**src/hdl/utrb_pkg.sv**
```systemverilog
// shared types and constants for the uart transmit/receive ring buffer block
// no dependencies

package utrb_pkg;

  // default ring depths, one slot of each ring always stays empty
  localparam int unsigned TxDepthDef = 64;
  localparam int unsigned RxDepthDef = 16;

  typedef enum logic [1:0] {
    OP_CPU_WRITE = 2'd0,
    OP_CPU_READ  = 2'd1,
    OP_RX_BYTE   = 2'd2,
    OP_TX_DONE   = 2'd3
  } op_e;

  typedef enum logic [0:0] {
    ST_IDLE = 1'b0,
    ST_READ = 1'b1
  } state_e;

  typedef struct packed {
    op_e        opcode;
    logic [7:0] data_byte;
  } in_item_t;

  typedef struct packed {
    logic [7:0] read_byte;
    logic       read_valid;
    logic [7:0] send_byte;
    logic       send_start;
    logic       accepted;
    logic       rx_available;
    logic       tx_full;
    logic       wake;
  } out_item_t;

endpackage

```
**src/hdl/uart_tx_rx_ring_buffers.sv**
```systemverilog
// buffered uart core: transmit ring and receive ring held in synchronous memories
// depends on utrb_pkg
//
//  channel | direction | handshake                  | payload
//  --------+-----------+----------------------------+-----------------------
//  in      | input     | in_valid_i / in_stall_o    | in_item_i  (in_item_t)
//  out     | output    | out_valid_o / out_stall_i  | out_item_o (out_item_t)
//
// results: write, byte received, empty read and done on an empty ring load the output register
//   directly; a read or transmit done that fetches a byte passes the memory read register first
// reset: pointers, sending flag, state and output valid clear at once; ring
//   memories are not cleared, an entry is only read after it has been written
// stalls: a held result blocks a new transfer while out_stall_i is high; a fetched
//   byte waits in the memory read register and the input stalls meanwhile

module uart_tx_rx_ring_buffers
  import utrb_pkg::*;
#(
  parameter int unsigned TX_DEPTH = TxDepthDef,
  parameter int unsigned RX_DEPTH = RxDepthDef
) (
  input  logic      clk_i,
  input  logic      rst_ni,
  input  logic      in_valid_i,
  output logic      in_stall_o,
  input  in_item_t  in_item_i,
  output logic      out_valid_o,
  input  logic      out_stall_i,
  output out_item_t out_item_o
);

  localparam int unsigned TxAw = (TX_DEPTH > 1) ? $clog2(TX_DEPTH) : 1;
  localparam int unsigned RxAw = (RX_DEPTH > 1) ? $clog2(RX_DEPTH) : 1;
  localparam logic [TxAw-1:0] TxLast = TxAw'(TX_DEPTH - 1);
  localparam logic [RxAw-1:0] RxLast = RxAw'(RX_DEPTH - 1);

  function automatic logic [TxAw-1:0] tx_next(input logic [TxAw-1:0] p);
    return (p == TxLast) ? '0 : p + TxAw'(1);
  endfunction

  function automatic logic [RxAw-1:0] rx_next(input logic [RxAw-1:0] p);
    return (p == RxLast) ? '0 : p + RxAw'(1);
  endfunction

  // ring memories
  logic [7:0] tx_mem [TX_DEPTH];
  logic [7:0] rx_mem [RX_DEPTH];

  // pointers and control state
  logic [TxAw-1:0] tx_wp_q, tx_wp_d, tx_rp_q, tx_rp_d;
  logic [RxAw-1:0] rx_wp_q, rx_wp_d, rx_rp_q, rx_rp_d;
  logic            sending_q, sending_d;
  state_e          state_q, state_d;
  op_e             pend_op_q, pend_op_d;

  // memory ports
  logic            tx_we, tx_re, rx_we, rx_re;
  logic [TxAw-1:0] tx_waddr, tx_raddr;
  logic [RxAw-1:0] rx_waddr, rx_raddr;
  logic [7:0]      tx_rdata_q, rx_rdata_q;

  // output register
  out_item_t out_q, res;
  logic      out_valid_q, load_out, out_free, in_acc;

  assign out_free    = !out_valid_q || !out_stall_i;
  assign in_stall_o  = (state_q != ST_IDLE) || !out_free;
  assign in_acc      = in_valid_i && !in_stall_o;
  assign out_valid_o = out_valid_q;
  assign out_item_o  = out_q;

  // next-pointer candidates
  assign tx_waddr = tx_next(tx_wp_q);
  assign tx_raddr = tx_next(tx_rp_q);
  assign rx_waddr = rx_next(rx_wp_q);
  assign rx_raddr = rx_next(rx_rp_q);

  always_comb begin
    tx_wp_d   = tx_wp_q;
    tx_rp_d   = tx_rp_q;
    rx_wp_d   = rx_wp_q;
    rx_rp_d   = rx_rp_q;
    sending_d = sending_q;
    state_d   = state_q;
    pend_op_d = pend_op_q;
    tx_we     = 1'b0;
    tx_re     = 1'b0;
    rx_we     = 1'b0;
    rx_re     = 1'b0;
    load_out  = 1'b0;
    res       = '0;

    unique case (state_q)
      ST_IDLE: begin
        if (in_acc) begin
          unique case (in_item_i.opcode)
            OP_CPU_WRITE: begin
              load_out = 1'b1;
              if (tx_waddr != tx_rp_q) begin
                tx_we        = 1'b1;
                tx_wp_d      = tx_waddr;
                res.accepted = 1'b1;
                // not sending means the ring was empty: the new byte goes out at once
                if (!sending_q) begin
                  sending_d      = 1'b1;
                  res.send_byte  = in_item_i.data_byte;
                  res.send_start = 1'b1;
                  tx_rp_d        = tx_waddr;
                end
              end
            end
            OP_CPU_READ: begin
              if (rx_rp_q != rx_wp_q) begin
                rx_re     = 1'b1;
                rx_rp_d   = rx_raddr;
                pend_op_d = OP_CPU_READ;
                state_d   = ST_READ;
              end else begin
                load_out = 1'b1;
              end
            end
            OP_RX_BYTE: begin
              load_out = 1'b1;
              res.wake = 1'b1;
              if (rx_waddr != rx_rp_q) begin
                rx_we        = 1'b1;
                rx_wp_d      = rx_waddr;
                res.accepted = 1'b1;
              end
            end
            OP_TX_DONE: begin
              if (tx_rp_q == tx_wp_q) begin
                sending_d = 1'b0;
                load_out  = 1'b1;
              end else begin
                tx_re     = 1'b1;
                tx_rp_d   = tx_raddr;
                pend_op_d = OP_TX_DONE;
                state_d   = ST_READ;
              end
            end
            default: ;
          endcase
        end
      end
      ST_READ: begin
        // fetched byte sits in the read register until the output is free
        if (out_free) begin
          load_out = 1'b1;
          state_d  = ST_IDLE;
          if (pend_op_q == OP_CPU_READ) begin
            res.read_byte  = rx_rdata_q;
            res.read_valid = 1'b1;
          end else begin
            res.send_byte  = tx_rdata_q;
            res.send_start = 1'b1;
          end
        end
      end
      default: ;
    endcase

    // ring status after the step
    res.rx_available = (rx_rp_d != rx_wp_d);
    res.tx_full      = (tx_next(tx_wp_d) == tx_rp_d);
  end

  always_ff @(posedge clk_i or negedge rst_ni) begin
    if (!rst_ni) begin
      tx_wp_q     <= '0;
      tx_rp_q     <= '0;
      rx_wp_q     <= '0;
      rx_rp_q     <= '0;
      sending_q   <= 1'b0;
      state_q     <= ST_IDLE;
      pend_op_q   <= OP_CPU_READ;
      out_valid_q <= 1'b0;
    end else begin
      tx_wp_q   <= tx_wp_d;
      tx_rp_q   <= tx_rp_d;
      rx_wp_q   <= rx_wp_d;
      rx_rp_q   <= rx_rp_d;
      sending_q <= sending_d;
      state_q   <= state_d;
      pend_op_q <= pend_op_d;
      if (load_out) begin
        out_valid_q <= 1'b1;
      end else if (!out_stall_i) begin
        out_valid_q <= 1'b0;
      end
    end
  end

  // result payload, no reset needed
  always_ff @(posedge clk_i) begin
    if (load_out) begin
      out_q <= res;
    end
  end

  // transmit ring memory
  always_ff @(posedge clk_i) begin
    if (tx_we) begin
      tx_mem[tx_waddr] <= in_item_i.data_byte;
    end
    if (tx_re) begin
      tx_rdata_q <= tx_mem[tx_raddr];
    end
  end

  // receive ring memory
  always_ff @(posedge clk_i) begin
    if (rx_we) begin
      rx_mem[rx_waddr] <= in_item_i.data_byte;
    end
    if (rx_re) begin
      rx_rdata_q <= rx_mem[rx_raddr];
    end
  end

endmodule

```
**config.mk**
```make
export PLATFORM = sky130hd
export DESIGN_NAME = uart_tx_rx_ring_buffers
export DESIGN_NICKNAME = d
export VERILOG_FILES = /design/src/hdl/utrb_pkg.sv /design/src/hdl/uart_tx_rx_ring_buffers.sv
export SDC_FILE = /design/constraint.sdc
export NUM_CORES = 1
export LEC_CHECK = 0
export BUFFER_PORTS_ARGS = -buffer_cell sky130_fd_sc_hd__buf_2
export CORE_AREA = 2 2 312 314
export DETAILED_ROUTE_END_ITERATION = 12
export DIE_AREA = 0 0 314 316
export PLACE_DENSITY_LB_ADDON = 0.05
export SYNTH_ARGS = -nofsm -noshare
export SYNTH_HDL_FRONTEND = slang
export SYNTH_SLANG_ARGS = --single-unit
```
**constraint.sdc**
```tcl
create_clock -name clk_i -period 5.48 [get_ports clk_i]
set_clock_uncertainty 0.1 [all_clocks]
set_input_delay 1.644 -clock clk_i [delete_from_list [all_inputs] [get_ports clk_i]]
set_output_delay 1.644 -clock clk_i [all_outputs]
set_load 0.1 [all_outputs]
```
-- Word-level counts from Yosys, hierarchy flattened
Memories as Yosys holds them, arrays and structs flattened. A register that Yosys moved wholly into a read port is not among the register bits.
Cells that the tools add are included.
- word-level logic and storage cells: 132
- RAM bits: 640
- output and inout port bits: 24
- flip-flop bits (word level): 47
- memories: 2
- $add $sub $neg: 5
- equality and inequality tests: 20
- bitwise operators: 2
- mux-type cells: 71
- reductions and logical operators: 16
- memory list (name ; depth ; bits a word ; read ports ; clocked after Yosys merged registers in ; wr ports ; line ; source):
    tx_mem ; 64 ; 8 ; 1 ; 1 ; 1 ; uart_tx_rx_ring_buffers.sv:46 ; logic [7:0] tx_mem [TX_DEPTH];
    rx_mem ; 16 ; 8 ; 1 ; 1 ; 1 ; uart_tx_rx_ring_buffers.sv:47 ; logic [7:0] rx_mem [RX_DEPTH];
- operators by type and width (operator ; number):
    $mux 6 ; 12
    $mux 4 ; 10
    $mux 9 ; 4
    $mux 1 ; 32
    $mux 10 ; 2
    $add 6x1->6 const B ; 3
    $eq 6x6->1 const B ; 3
    $pmux 9 s2 ; 1
    $eq 6x6->1 ; 2
    $ne 4x4->1 ; 3
    $pmux 6 s2 ; 1
    $pmux 1 s2 ; 5
    $reduce_and 5->1 ; 2
    $add 4x1->4 const B ; 2
    $eq 4x4->1 const B ; 2
    $ne 2x2->1 const B ; 4
    $ne 6x6->1 ; 1
    $eq 2x1->1 const B ; 2
    $eq 2x2->1 const B ; 2
    $logic_not 1->1 ; 4
    $mux 2 ; 2
    $pmux 2 s2 ; 1
    $reduce_bool 2->1 ; 2
    $reduce_or 2->1 ; 2
    other kinds (8) ; 10

-- Longest topological paths before layout
- word-level depth: 11
- mapped depth: 16
- depth with buffers taken out: 14

-- Least setup slack after synthesis
Ideal clock, no wire load.
- path type: input -> register
- from: input port out_stall_i
- to: register out_q (netlist bit out_item_o[1]), data pin
- data arrival time: 4.030 ns
- setup slack: 1.095 ns
- stages on the path: 11
- required time: 5.124 ns
- path through: a21oi_1 -> inv_1 -> nor3b_1 -> nand2_1 -> nor3_1 -> a221o_1 -> xor2_1 -> o211ai_1 -> o31a_1 -> o32ai_1 -> and4_1
- RTL lines (element ; line ; source):
    from (decl) ; uart_tx_rx_ring_buffers.sv:28 ; input logic out_stall_i,
    to (signal assigned) ; uart_tx_rx_ring_buffers.sv:197 ; out_q <= res;
    to (decl) ; uart_tx_rx_ring_buffers.sv:63 ; out_item_t out_q, res;

-- Final worst setup path
- from: register tx_wp_q[0]
- to: memory tx_mem[48][6] (enable)
- cells in the longest elaborated chain, start to end: 9
- elaborated cells between the ends (all ways): 10
- classes of those cells: add/sub: 1; eq/ne: 2; mux: 7
- ends and longest elaborated chain (element ; line ; source):
    from (decl) ; uart_tx_rx_ring_buffers.sv:50 ; logic [TxAw-1:0] tx_wp_q, tx_wp_d, tx_rp_q, tx_rp_d;
    from (signal assigned) ; uart_tx_rx_ring_buffers.sv:179 ; tx_wp_q <= tx_wp_d;
    $add 6x1->6 / $eq 6x6->1 (equally long branches) ; uart_tx_rx_ring_buffers.sv:38 ; return (p == TxLast) ? '0 : p + TxAw'(1);
    $mux 6 * ; uart_tx_rx_ring_buffers.sv:38 ;
    $ne 6x6->1 ; uart_tx_rx_ring_buffers.sv:99 ; if (tx_waddr != tx_rp_q) begin
    $mux 1 ; uart_tx_rx_ring_buffers.sv:99 ;
    $mux 1 ; uart_tx_rx_ring_buffers.sv:96 ; unique case (in_item_i.opcode)
    $mux 1 ; uart_tx_rx_ring_buffers.sv:95 ; if (in_acc) begin
    $mux 1 ; uart_tx_rx_ring_buffers.sv:93 ; unique case (state_q)
    $mux 1 ; uart_tx_rx_ring_buffers.sv:203 ; if (tx_we) begin
    $mux 1 (implied by the code) ; uart_tx_rx_ring_buffers.sv:204 ; tx_mem[tx_waddr] <= in_item_i.data_byte;
    to (decl) ; uart_tx_rx_ring_buffers.sv:46 ;
Every way passes the cells marked *; elsewhere a longest branch is shown, timed or not.

==> summary.txt <==
Status
  • Outcome: complete, no violations

Floorplan
  • Core Footprint: 96000 µm²
  • Row count: 114
  • Die height: 316 µm
  • DIE AREA: slightly below 100000 µm²
  • IO Count: 38
  • Initial Utilization: between 20 and 30%
  • Chip width: approximately 310 µm

Yosys
  • Synth Instances: approximately 1500
  • Main combinational cell family by area after synthesis: multiplexers
  • Sequential share of the synthesized area: 73.4%
  • EDFF count, synth: between 600 and 700
  • Predominant post-synthesis flop cell: edfxtp_1
  • Synth Area in Compound Gates: under 10%
  • Simple-Gate Fraction of Synth Area: under 10%
  • Synth async-reset ratio: under 10%
  • Synth Area in Adders: 0.570%
  • Mux share of post-synthesis cell area: 14.5%
  • Post-synthesis area per instance: 18.9 µm²
  • Netlist cell types: 72
  • Synth warnings: 0
  • Post-Syn Area: between 20000 and 30000 µm²
  • Synth Area in XOR/XNOR: under 10%
  • Flops & latches, synth: about 700
  • Mapped Nets: 1536

Layout
  • Fillcell total: approximately 9000
  • Area grow syn2layout: 17.2%
  • Multi-input gate area: between 7000 and 8000 µm²
  • Nets: roughly 1700
  • Post-Layout Inst Area: between 30000 and 40000 µm²
  • Layout cell share with drive strength beyond 1: between 20% and 30%
  • Layout Utilization: 34.8%
  • Register area: between 20000 and 25000 µm²

Setup path
  • CP Class: reg2reg
  • Crit path top cell by count: nor2_1
  • Crit-path slowest cell: dfrtp_1
  • Arr. time, crit path: about 4800 ps
  • Startpoint types: flip-flop
  • FF-to-FF path depth: 10
  • Peak fanout along the critical path: 14
  • Worst path bufs/invs: 1
  • Worst Setup End Kind: flip-flop
  • RR Startpoint: tx_wp_q[0]
  • R2R Setup Slk: 820 ps
  • Delay-heaviest family, CP: simple AND/OR/NAND/NOR gates
  • CP cell instances: ha_1 > nand3_1 > o22ai_1 > a21oi_2 > o2111ai_2 > nand2_2 > nor2_1 > nand2_1 > buf_4 > nor2_1
  • CP peak stage delay: between 600 and 700 ps
  • FF-to-FF End: tx_mem[48][6]
  • Worst EP required: roughly 5700 ps

Global route
  • Initial antenna violation count: 0
  • Vias in the first global route: 15300
  • Largest net degree at the start of global routing: between 90 and 100
  • Gr usage total: 15.9%
  • Total congestion overflow: 0
  • First-pass GRT wire length: between 100000 and 150000 µm

Min path
  • Hold EP: out_item_o[14]
  • Min-delay src: rx_rdata_q[0]
  • Min-Delay Path Depth: 1
  • Worst Hold Class: reg2reg

Drt
  • DR vias: 14500
  • Wire length per cell: ~26 µm
  • Detailed Route Iter0 Violations: ~1200
  • Drt via density: 4.88
  • DRT antenna net count: 0
  • Total wire length: slightly below 80000 µm
  • Drt pass-1 iters: 5
  • DRC: 0

Clock tree
  • CTS Hold Bufs: 0
  • # H-tree levels: 3
  • Clock-pin slew on the worst setup and hold paths: 70 ps
  • Post-cts sizing count: 0
  • Clock Path Buffers: 3
  • Number of buffers created by CTS: slightly above 80
  • # Post-CTS Setup Buffers: 0
  • CTS tree: done
  • Clk root buf: clkbuf_16
  • TritonCTS Sinks: 702
  • Clock latency on the worst-skew pair: around 640 ps

Placed design
  • Final Wtd Congestion: 0.783
  • Post-DP Area: between 30000 and 40000 µm²
  • Port bufs: 37
  • Detailed placement HPWL: 48400 µm

Pwr
  • PD cells: around 530 nW/µm²
  • Leakage Power: 0.0105 µW
  • Peak supply drop: ~0.30 mV
  • Pwr Total: about 18000 µW

Timing
  • Slew @ Worst Pin: around 1200 ps
  • RSZ-0062 raised after global routing: no
  • Period utilization: ~85%
  • Min cycle time layout: ~4700 ps
  • Slew HR: between 20% and 30%
  • Setup-failing EPs final: 0
  • Hold Fails Final Rpt: 0
  • Hold slack final: ~400 ps
  • Max Clock Freq: roughly 0.21 GHz
  • Post-Route Setup TNS: 0 ps
  • Slew Limit Fails: 0

Run
  • Max cap viols: 0
==> how the worst max path moves through the flow <==
stage                      start             to  slack [ps]  cells after the start
floorplan            out_stall_i  out_item_o[1]        1090                     11
global placement    in_item_i[8]  tx_mem[40][1]         730                      9
detailed placement  in_item_i[8]  tx_mem[48][6]         690                      9
CTS                   tx_wp_q[0]  tx_mem[40][3]         890                     10
global route          tx_wp_q[0]  tx_mem[40][2]         580                     10
finish                tx_wp_q[0]  tx_mem[48][6]         820                     10
==> worst reg2reg max path, cell delays in order, from the launching register on <==
cell and delay [ps]:
dfrtp_1 640, ha_1 540, nand3_1 250, o22ai_1 280
a21oi_2 100, o2111ai_2 420, nand2_2 250, nor2_1 400
nand2_1 420, buf_4 320, nor2_1 570
==> cells in the final DEF, fill, tap and decap left out, types with 13 or more instances in the layout <==
master     netlist  final
a211oi_1        64     64
nor2b_1         42     42
buf_4            1     95
clkbuf_1        43     19
clkbuf_16        0     83
edfxtp_1       678    678
clkinv_1         0     13
xor2_1          19     17
inv_1           14     14
xnor2_1         17     17
mux2i_1         50     50
mux4_2         159    159
buf_2           20     29
nand2_1         44     44
nand3_1         14     14
nor2_1         103    102
o21ai_0         19     18
a21oi_1         55     55
dfrtp_1         24     24
==> cells in the mapped netlist, drive strengths merged, types with 2 or more instances <==
cell | instances | share of area (%)
a211oi | 65 | 1.7
a21oi | 56 | 0.99
a22o | 10 | 0.31
a22oi | 4 | 0.12
a31oi | 6 | 0.13
and2 | 10 | 0.22
and3 | 4 | 0.088
buf | 39 | 0.64
clkbuf | 44 | 0.58
dfrtp | 24 | 2.1
edfxtp | 678 | 71
ha | 13 | 0.57
inv | 14 | 0.18
mux2 | 4 | 0.16
mux2i | 50 | 1.8
mux4 | 159 | 13
nand2 | 45 | 0.60
nand2b | 2 | 0.044
nand3 | 15 | 0.31
nand3b | 5 | 0.13
nand4 | 6 | 0.15
nor2 | 105 | 1.4
nor2b | 42 | 0.92
nor3 | 4 | 0.070
o211ai | 2 | 0.053
o21ai | 21 | 0.37
o22ai | 4 | 0.11
o31ai | 6 | 0.18
o32ai | 3 | 0.16
o41ai | 2 | 0.088
or2 | 7 | 0.15
or3 | 4 | 0.088
xnor2 | 17 | 0.52
xor2 | 19 | 0.58
==> final cells by class <==
type                       count  area share (%)
tap                         1276            4.77
antenna                        2          0.0150
multi-input combinational    710            21.8
sequential                   702            62.7
clock inverter                42            1.35
inverter                      14           0.157
clock buffer                 102            6.42
timing repair buffer         129            2.87
==> state kept, by name, summed over array words and instances (netlist names) <==
signal and flops:
tx_rp_q 6, pend_op_q 1, rx_rp_q 4, tx_mem 512
sending_q 1, rx_mem 128, out_valid_o 1, tx_wp_q 6
tx_rdata_q 8, out_item_o 22, rx_wp_q 4, state_q 1
rx_rdata_q 8
==> metrics by stage <==
step                      setup WS [ps]  instances
after floorplan                    1090       1509
after global placement              727       2831
after detailed placement            693       2831
after CTS                           885       2975
after global routing                583       2975
final                               821       2977
==> metal layers <==
layer / routed length (µm) / global-route usage, % / part of all wire [%]
met5: 0 / 0 / 0
met4: 1510 / 4.50 / 1.9
met2: 36200 / 24.8 / 46
met3: 2860 / 2.62 / 3.7
met1: 37400 / 23.0 / 48
==> power breakdown <==
group / switching, µW / internal, µW
Clock: 2190 / 3160
Sequential: 218 / 6160
Combinational: 3610 / 2370
==> kinds of logic (layout without fill, tap and decap cells) <==
group,after synthesis,in the layout
flip-flops,702,702
AND/OR/NAND/NOR,256,256
multiplexers,213,213
AO/OA/AOI/OAI,192,192
buffers and inverters,97,287
XOR/XNOR,36,36
adder cells (fa/ha/maj),13,13
other,0,2
No activity file was read; power rests on OpenSTA's default activity.
